**config.mk**
```make
export PLATFORM = sky130hd
export DESIGN_NAME = linear_probe_hash_table_unit_flat
export DESIGN_NICKNAME = d
export VERILOG_FILES = /design/src/lph_pkg.sv /design/src/lph_if.sv /design/src/lph_ram.sv /design/src/linear_probe_hash_table_unit.sv /design/src/flat_wrapper.sv
export SDC_FILE = /design/constraint.sdc
export NUM_CORES = 1
export LEC_CHECK = 0
export ABC_CLOCK_PERIOD_IN_PS = 5000
export BUFFER_PORTS_ARGS = -buffer_cell sky130_fd_sc_hd__buf_2
export CAP_MARGIN = 10
export CELL_PAD_IN_SITES_DETAIL_PLACEMENT = 1
export CELL_PAD_IN_SITES_GLOBAL_PLACEMENT = 2
export CORE_ASPECT_RATIO = 1.25
export CORE_UTILIZATION = 48
export DETAILED_ROUTE_END_ITERATION = 8
export PLACE_DENSITY_LB_ADDON = 0.1
export SLEW_MARGIN = 20
export SYNTH_ARGS = -nofsm -noshare
export SYNTH_HDL_FRONTEND = slang
export SYNTH_SLANG_ARGS = --single-unit
export TNS_END_PERCENT = 100
```
**constraint.sdc**
```tcl
create_clock -name clk -period 5 [get_ports clk]
set_clock_uncertainty 0.15 [all_clocks]
set_input_delay 0.75 -clock clk [delete_from_list [all_inputs] [get_ports clk]]
set_output_delay 0.75 -clock clk [all_outputs]
set_load 0.05 [all_outputs]
```
**src/lph_pkg.sv**
```systemverilog
// shared constants, codes and state type of the linear probe hash table
package lph_pkg;

  // default number of slots
  localparam int TABLE_SIZE = 16;

  // payload widths
  localparam int OP_W    = 2;
  localparam int KEY_W   = 31;
  localparam int STAT_W  = 2;
  localparam int PROBE_W = 5;
  localparam int SLOT_W  = 4;

  // operation codes
  localparam logic [OP_W-1:0] OP_INSERT = 2'd0;
  localparam logic [OP_W-1:0] OP_FIND   = 2'd1;
  localparam logic [OP_W-1:0] OP_DELETE = 2'd2;

  // status codes
  localparam logic [STAT_W-1:0] STAT_OK   = 2'd0;
  localparam logic [STAT_W-1:0] STAT_MISS = 2'd1;
  localparam logic [STAT_W-1:0] STAT_FULL = 2'd2;

  // width of one key digit in the modulo reduction
  localparam int DIGIT_W = 4;

  // controller states
  typedef enum logic [1:0] {
    ST_CLEAR,
    ST_IDLE,
    ST_HASH,
    ST_PROBE
  } state_t;

endpackage

```
**src/lph_if.sv**
```systemverilog
// request and response channel interfaces of the linear probe hash table

interface lph_req_if;
  logic                        valid;
  logic                        ready;
  logic [lph_pkg::OP_W-1:0]    op;
  logic [lph_pkg::KEY_W-1:0]   key;

  modport source (output valid, op, key, input ready);
  modport sink   (input valid, op, key, output ready);
endinterface

interface lph_rsp_if;
  logic                         valid;
  logic                         ready;
  logic [lph_pkg::STAT_W-1:0]   status;
  logic [lph_pkg::PROBE_W-1:0]  probe_count;
  logic [lph_pkg::SLOT_W-1:0]   slot_index;

  modport source (output valid, status, probe_count, slot_index, input ready);
  modport sink   (input valid, status, probe_count, slot_index, output ready);
endinterface

```
**src/lph_ram.sv**
```systemverilog
// generic single write, single read port ram with registered read data
module lph_ram #(
  parameter int WIDTH = 32,
  parameter int DEPTH = 16
) (
  input  logic                     clk,
  input  logic                     we,
  input  logic [$clog2(DEPTH)-1:0] waddr,
  input  logic [WIDTH-1:0]         wdata,
  input  logic [$clog2(DEPTH)-1:0] raddr,
  output logic [WIDTH-1:0]         rdata
);

  logic [WIDTH-1:0] mem [DEPTH];

  // write port
  always_ff @(posedge clk) begin
    if (we) begin
      mem[waddr] <= wdata;
    end
  end

  // registered read
  always_ff @(posedge clk) begin
    rdata <= mem[raddr];
  end

endmodule

```
**src/linear_probe_hash_table_unit.sv**
```systemverilog
// open addressing hash table with linear probing, slots held in one ram
//
//   channel  dir   beat payload                        handshake
//   req      in    op (2), key (31)                    valid / ready
//   rsp      out   status (2), probe_count (5),        valid / ready
//                  slot_index (4)
//
// after reset a clearing pass writes every slot empty; req.ready is low then
// one item at a time: while probing and not held by a waiting result, the ram gives one
//   slot per cycle; the next beat is taken only once the result of the item is loaded
//   into the output register; an item reads at most TABLE_SIZE slots
// a table size that is not a power of two adds a key reduction before the probe, one digit a cycle
// a result waiting in the output register lets the next beat in; a probe that is ready
//   to finish holds while that result is still not taken
module linear_probe_hash_table_unit #(
  parameter int TABLE_SIZE = lph_pkg::TABLE_SIZE
) (
  input  logic      clk,
  input  logic      rst,
  lph_req_if.sink   req,
  lph_rsp_if.source rsp
);

  localparam int  IDX_W   = $clog2(TABLE_SIZE);
  localparam int  CNT_W   = $clog2(TABLE_SIZE + 1);
  localparam int  WORD_W  = lph_pkg::KEY_W + 1;
  localparam int  RED_W   = IDX_W + lph_pkg::DIGIT_W;
  localparam int  DIGITS  = WORD_W / lph_pkg::DIGIT_W;
  localparam bit  POW2    = (TABLE_SIZE & (TABLE_SIZE - 1)) == 0;
  localparam logic [IDX_W-1:0] LAST_SLOT  = IDX_W'(TABLE_SIZE - 1);
  localparam logic [CNT_W-1:0] SWEEP      = CNT_W'(TABLE_SIZE);
  localparam logic [2:0]       LAST_DIGIT = 3'(DIGITS - 1);

  lph_pkg::state_t state, state_next;

  // item registers
  logic [lph_pkg::OP_W-1:0]  op_r;
  logic [lph_pkg::KEY_W-1:0] key_r;
  logic [IDX_W-1:0]          chk_pos, chk_pos_next;
  logic [CNT_W-1:0]          probes, probes_next;
  logic [IDX_W-1:0]          clr_idx;

  // key reduction registers
  logic [WORD_W-1:0]         hash_sr;
  logic [IDX_W-1:0]          rem, rem_next;
  logic [2:0]                hcnt;

  // output register
  logic                         out_valid;
  logic [lph_pkg::STAT_W-1:0]   out_status;
  logic [lph_pkg::PROBE_W-1:0]  out_probes;
  logic [lph_pkg::SLOT_W-1:0]   out_slot;

  // ram ports
  logic              ram_we;
  logic [IDX_W-1:0]  ram_waddr, ram_raddr;
  logic [WORD_W-1:0] ram_wdata, ram_rdata;

  // result of the deciding probe
  logic                        load_out;
  logic [lph_pkg::STAT_W-1:0]  res_status;
  logic [CNT_W-1:0]            res_probes;
  logic [IDX_W-1:0]            res_slot;
  logic [CNT_W+lph_pkg::PROBE_W-1:0] probes_ext;
  logic [IDX_W+lph_pkg::SLOT_W-1:0]  slot_ext;

  // probe helpers
  logic             slot_full, slot_match, last_probe, can_emit, done;
  logic [CNT_W-1:0] probes_inc;
  logic [IDX_W-1:0] pos_inc;

  lph_ram #(
    .WIDTH (WORD_W),
    .DEPTH (TABLE_SIZE)
  ) u_ram (
    .clk   (clk),
    .we    (ram_we),
    .waddr (ram_waddr),
    .wdata (ram_wdata),
    .raddr (ram_raddr),
    .rdata (ram_rdata)
  );

  assign req.ready       = (state == lph_pkg::ST_IDLE);
  assign rsp.valid       = out_valid;
  assign rsp.status      = out_status;
  assign rsp.probe_count = out_probes;
  assign rsp.slot_index  = out_slot;

  // one digit of key modulo table size: shift in a digit, then conditional subtracts
  always_comb begin
    logic [RED_W-1:0] w;
    logic [RED_W-1:0] dv;
    w = {rem, hash_sr[WORD_W-1 -: lph_pkg::DIGIT_W]};
    for (int k = lph_pkg::DIGIT_W - 1; k >= 0; k--) begin
      dv = RED_W'(TABLE_SIZE) << k;
      if (w >= dv) begin
        w = w - dv;
      end
    end
    rem_next = w[IDX_W-1:0];
  end

  // probe status of the slot returned by the ram
  assign slot_full  = ram_rdata[WORD_W-1];
  assign slot_match = slot_full && (ram_rdata[lph_pkg::KEY_W-1:0] == key_r);
  assign probes_inc = probes + CNT_W'(1);
  assign last_probe = (probes_inc == SWEEP);
  assign pos_inc    = (chk_pos == LAST_SLOT) ? '0 : chk_pos + IDX_W'(1);
  assign can_emit   = !out_valid || rsp.ready;

  // next state, ram control and result
  always_comb begin
    state_next   = state;
    chk_pos_next = chk_pos;
    probes_next  = probes;
    ram_raddr    = chk_pos;
    ram_we       = 1'b0;
    ram_waddr    = chk_pos;
    ram_wdata    = {1'b1, key_r};
    load_out     = 1'b0;
    done         = 1'b0;
    res_status   = lph_pkg::STAT_MISS;
    res_probes   = probes;
    res_slot     = '0;
    unique case (state)
      lph_pkg::ST_CLEAR: begin
        ram_we    = 1'b1;
        ram_waddr = clr_idx;
        ram_wdata = '0;
        if (clr_idx == LAST_SLOT) begin
          state_next = lph_pkg::ST_IDLE;
        end
      end
      lph_pkg::ST_IDLE: begin
        ram_raddr = req.key[IDX_W-1:0];
        if (req.valid) begin
          chk_pos_next = req.key[IDX_W-1:0];
          probes_next  = '0;
          state_next   = POW2 ? lph_pkg::ST_PROBE : lph_pkg::ST_HASH;
        end
      end
      lph_pkg::ST_HASH: begin
        ram_raddr = rem_next;
        if (hcnt == LAST_DIGIT) begin
          chk_pos_next = rem_next;
          state_next   = lph_pkg::ST_PROBE;
        end
      end
      lph_pkg::ST_PROBE: begin
        unique case (op_r)
          lph_pkg::OP_INSERT: begin
            if (!slot_full) begin
              done       = 1'b1;
              res_status = lph_pkg::STAT_OK;
              res_slot   = chk_pos;
              ram_we     = can_emit;
              ram_wdata  = {1'b1, key_r};
            end else if (last_probe) begin
              done       = 1'b1;
              res_status = lph_pkg::STAT_FULL;
              res_probes = probes_inc;
            end
          end
          lph_pkg::OP_FIND, lph_pkg::OP_DELETE: begin
            if (slot_match) begin
              done       = 1'b1;
              res_status = lph_pkg::STAT_OK;
              res_slot   = chk_pos;
              ram_we     = can_emit && (op_r == lph_pkg::OP_DELETE);
              ram_wdata  = {1'b0, key_r};
            end else if (!slot_full) begin
              done = 1'b1;
            end else if (last_probe) begin
              done       = 1'b1;
              res_probes = probes_inc;
            end
          end
          default: begin
            // unused code: no operation, plain miss
            done       = 1'b1;
            res_probes = '0;
          end
        endcase
        if (!done) begin
          // read ahead of the next slot while this one is checked
          ram_raddr    = pos_inc;
          chk_pos_next = pos_inc;
          probes_next  = probes_inc;
        end else if (can_emit) begin
          load_out   = 1'b1;
          state_next = lph_pkg::ST_IDLE;
        end else begin
          // re-read the same slot so its data is there next cycle
          ram_raddr = chk_pos;
        end
      end
      default: begin
        state_next = lph_pkg::ST_CLEAR;
      end
    endcase
  end

  assign probes_ext = {{lph_pkg::PROBE_W{1'b0}}, res_probes};
  assign slot_ext   = {{lph_pkg::SLOT_W{1'b0}}, res_slot};

  // state register
  always_ff @(posedge clk) begin
    if (rst) begin
      state <= lph_pkg::ST_CLEAR;
    end else begin
      state <= state_next;
    end
  end

  // control counters and output valid
  always_ff @(posedge clk) begin
    if (rst) begin
      clr_idx   <= '0;
      hcnt      <= '0;
      out_valid <= 1'b0;
    end else begin
      if (state == lph_pkg::ST_CLEAR) begin
        clr_idx <= clr_idx + IDX_W'(1);
      end
      if (state == lph_pkg::ST_HASH) begin
        hcnt <= hcnt + 3'd1;
      end else begin
        hcnt <= '0;
      end
      if (load_out) begin
        out_valid <= 1'b1;
      end else if (rsp.ready) begin
        out_valid <= 1'b0;
      end
    end
  end

  // item and result payload
  always_ff @(posedge clk) begin
    chk_pos <= chk_pos_next;
    probes  <= probes_next;
    if (state == lph_pkg::ST_IDLE && req.valid) begin
      op_r    <= req.op;
      key_r   <= req.key;
      hash_sr <= {1'b0, req.key};
      rem     <= '0;
    end else if (state == lph_pkg::ST_HASH) begin
      hash_sr <= hash_sr << lph_pkg::DIGIT_W;
      rem     <= rem_next;
    end
    if (load_out) begin
      out_status <= res_status;
      out_probes <= probes_ext[lph_pkg::PROBE_W-1:0];
      out_slot   <= slot_ext[lph_pkg::SLOT_W-1:0];
    end
  end

endmodule

```
**src/flat_wrapper.sv**
```systemverilog
// flat-port wrapper written by rule: the top's interface ports become plain ports
module linear_probe_hash_table_unit_flat 
#(
  parameter int TABLE_SIZE = lph_pkg::TABLE_SIZE
)
  (clk, rst, req_valid, req_op, req_key, req_ready, rsp_valid, rsp_status, rsp_probe_count, rsp_slot_index, rsp_ready);
  lph_req_if req_i ();
  lph_rsp_if rsp_i ();
  input  logic clk;
  input  logic rst;
  input wire logic [$bits(req_i.valid)-1:0] req_valid;
  input wire logic [$bits(req_i.op)-1:0] req_op;
  input wire logic [$bits(req_i.key)-1:0] req_key;
  output wire logic [$bits(req_i.ready)-1:0] req_ready;
  output wire logic [$bits(rsp_i.valid)-1:0] rsp_valid;
  output wire logic [$bits(rsp_i.status)-1:0] rsp_status;
  output wire logic [$bits(rsp_i.probe_count)-1:0] rsp_probe_count;
  output wire logic [$bits(rsp_i.slot_index)-1:0] rsp_slot_index;
  input wire logic [$bits(rsp_i.ready)-1:0] rsp_ready;
  assign req_i.valid = req_valid;
  assign req_i.op = req_op;
  assign req_i.key = req_key;
  assign req_ready = req_i.ready;
  assign rsp_valid = rsp_i.valid;
  assign rsp_status = rsp_i.status;
  assign rsp_probe_count = rsp_i.probe_count;
  assign rsp_slot_index = rsp_i.slot_index;
  assign rsp_i.ready = rsp_ready;
  linear_probe_hash_table_unit #(.TABLE_SIZE(TABLE_SIZE)) u_core (.clk(clk), .rst(rst), .req(req_i), .rsp(rsp_i));
endmodule
```
==> results.toml <==
[cells_and_area]
areaGrowthSynthToFinish_pct = 13.9
drive_gt1_frac = 0.239
final_nets = 1589
num_antenna_cells = 0

[clock_tree]
cts.sinks = 639
clk_latency_ps = 640
cts_root_buf = "clkbuf_16"
cts_buffers = 61
post_cts_buffers = 0
htree_levels = 2
path_clk_slew_ps = 60
clk_path_buf_depth = 3
cts_tree = "done"
holdBufCountCts = 0
post_cts_resized = 0

[hold_path]
worstHoldPathCells = 1
min_to = "u_core.op_r[1]"
hold_start = "req_op[1]"
hp-class = "input pin to flop"

[synth]
syn-num-nets = 1492
synth-seq-area-share = 0.744
synth_cell_types = 59
yosys_warnings = 0
syn-instance-count = 1443
synth-compound-area-share = 0.0527
synth_top_family_by_area = "multiplexers"
synth-simple-area-share = 0.0474
synthMuxAreaShare = 0.123
syn_area_um2 = 25200
synthAdderAreaFrac = 0.00596
ys_seq_elements = 639
synth_xor_area_frac = 0.0132
avgSynthCellArea_um2 = 17.5
yosys_most_used_dff = "edfxtp_1"
synth-edff-count = 596
synthArstFlopShare = 0

[routing]
routedWlPerCell_um = 29.3
vias = 13200
viasPerCell = 5.86
drt_iter0_drc = 868
firstDrtPassIters = 7
drc = 0
postRouteAntennaNets = 0
wl_um = 66100

[global_route]
grt_pass1_wl_um = 95000
track_usage = 0.252
grt_pass1_vias = 14200
antenna_found_initial = 0
grt_start_max_net_pins = 65
gr-total-overflow = 0

[place]
io_buffers = 49
gp_congestion = 0.784
dp_slack_ps = 441
dp_hpwl_um = 37500

[floorplan]
dieWidth_um = 207
num_rows = 93
dieArea_um2 = 53400
die_y_um = 258
ios = 50
initial_core_util = 0.488
coreArea_um2 = 51700

[setup_path]
r2r-end = "u_core.u_ram.rdata[4]"
rrSetupSlack_ps = 460
worstPathArrival_ps = 4950
cp_max_fo = 19
critPathSlowestCell = "nor3b_4"
path_cells = "xnor2_1 -> nand4_1 -> or4_4 -> or4_1 -> a22o_1 -> a211o_1 -> nor3b_4 -> buf_4 -> a22o_1 -> or4_1"
cp-start-kind = "flop"
reg2reg_from = "u_core.key_r[11]"
reg2reg_depth = 10
critical_path_class = "flop to flop"
required_ps = 5410
endpoint_kind = "flop"
critical-path-max-stage-delay_ps = 870

[sta]
tns_ps = 0
rsz0062_at_grt = "false"
fmax_mhz = 220
finalHoldViolCount = 0
post-route-min-period_ps = 4540
slew_headroom = 0.284
drv_slew = 0
post-route-period-util = 0.908
worst_hold_slack_ps = 139
setup_slack_ps = 458
worst_pin_slew_ps = 1070
setup_viol = 0

[run_status]
status = "complete, no violations"

[job]
maxCapViolCount = 0

[pwr]
fin_total_pwr_mw = 17.1
p_leak_nw = 9.92
ir_drop_uv = 402
power.density_nw_per_um2 = 597
[cells in the mapped netlist (3+ instances only)]
cell type	count	area share
edfxtp_1	596	0.71
xor2_1	14	0.0049
nor2_1	41	0.0061
inv_1	11	0.0016
a22o_1	67	0.023
nand3b_1	3	0.00089
nor2b_1	38	0.0094
and2_1	13	0.0032
or4_1	33	0.0098
and3_1	4	0.00099
ha_1	12	0.0060
clkbuf_1	36	0.0054
nand4_1	9	0.0022
nor4_1	4	0.00099
xnor2_1	24	0.0083
o21ai_0	7	0.0014
nand2_1	24	0.0036
mux2i_1	134	0.053
mux2_2	156	0.070
o22ai_1	66	0.016
a21oi_1	11	0.0022
dfxtp_1	43	0.034
buf_2	30	0.0060
nand2b_1	3	0.00074
nor3b_1	3	0.00089
nand3_1	12	0.0024
a31oi_1	3	0.00074
nor3_1	6	0.0012
a211oi_1	4	0.0012
[how the worst max path moves through the flow]
stage / from / end / slack [ps]
after detailed placement: u_core.key_r[6] / u_core.u_ram.rdata[13] / 440
after global placement: u_core.key_r[6] / u_core.u_ram.rdata[11] / 560
after CTS: u_core.key_r[6] / u_core.u_ram.rdata[13] / 400
final: u_core.key_r[11] / u_core.u_ram.rdata[4] / 460
after global routing: u_core.key_r[6] / u_core.u_ram.rdata[13] / 260
after floorplan: u_core.key_r[25] / u_core.u_ram.mem[11][0] / 800
[power by group]
part           leakage (nW)  internal (mW)  switching [mW]
Combinational          3.10           2.06            3.26
Clock                 0.923           2.46            1.95
Sequential             5.90           7.11           0.284
Total                  9.92           11.6            5.50
[critical path, delay by kind of cell, from the launching register on]
kind | cells | cell delay, ps
and+or+nand+nor | 5 | 2180
AOI/OAI and AO/OA | 3 | 900
buffers and inverters | 1 | 480
DFF | 1 | 400
xor gates and xnor gates | 1 | 350
[cell usage in the layout (no fill, tap or decap), types with 9 or more instances in the layout]
| master | count |
|---|---|
| a21oi_1 | 11 |
| a22o_1 | 67 |
| and2_1 | 12 |
| buf_12 | 20 |
| buf_2 | 49 |
| buf_4 | 33 |
| clkbuf_1 | 25 |
| clkbuf_16 | 61 |
| clkinv_2 | 11 |
| dfxtp_1 | 43 |
| edfxtp_1 | 596 |
| ha_1 | 12 |
| inv_1 | 11 |
| mux2_2 | 156 |
| mux2i_1 | 133 |
| nand2_1 | 24 |
| nand3_1 | 11 |
| nand4_1 | 9 |
| nor2_1 | 24 |
| nor2_4 | 17 |
| nor2b_1 | 33 |
| o22ai_1 | 66 |
| or4_1 | 33 |
| xnor2_1 | 24 |
| xor2_1 | 14 |
[state kept, by name, summed over array words and instances, names as in the netlist]
name and count:
u_core.probes 5, u_core.op_r 2, u_core.hcnt 3, u_core.clr_idx 4
u_core.chk_pos 4, u_core.u_ram.rdata 32, u_core.rsp.slot_index 4, u_core.hash_sr 32
u_core.key_r 31, u_core.rsp.valid 1, u_core.u_ram.mem 512, u_core.state 2
u_core.rsp.status 2, u_core.rsp.probe_count 5
[logic make-up (layout without fill, tap and decap cells)]
kind of cell / Yosys count / after routing
compound gates: 179 / 179
flops: 639 / 639
mux: 290 / 290
simple gates: 206 / 206
buf+inv: 79 / 225
xor+xnor: 38 / 38
fa+ha+maj: 12 / 12
[metal layers]
metal / track usage / wire length (µm) / share of wire / vias up
met1: 0.321 / 27600 / 0.42 / 6913
met4: 0.0896 / 2170 / 0.033 / 0
met3: 0.0329 / 2090 / 0.032 / 119
met2: 0.438 / 34200 / 0.52 / 257
met5: 0 / 0 / 0 / -
li1: - / - / - / 5915
[per-stage QoR]
step | util | std cells | area [µm²]
2_1_floorplan | - | 1443 | 25200
3_3_place_gp | 0.519 | 2142 | 26800
3_5_place_dp | 0.519 | 2142 | 26800
4_1_cts | 0.555 | 2254 | 28700
5_1_grt | 0.555 | 2254 | 28700
6_report | 0.555 | 2254 | 28700
[layout make-up]
cell class	count	area, µm²
Timing Repair Buffer	102	893
Sequential cell	639	18800
Clock inverter	19	159
Tap cell	665	832
Clock buffer	93	1720
Multi-Input combinational cell	725	6290
Fill cell	4660	23000
Inverter	11	41.3
(Power assumes the default switching activity.)
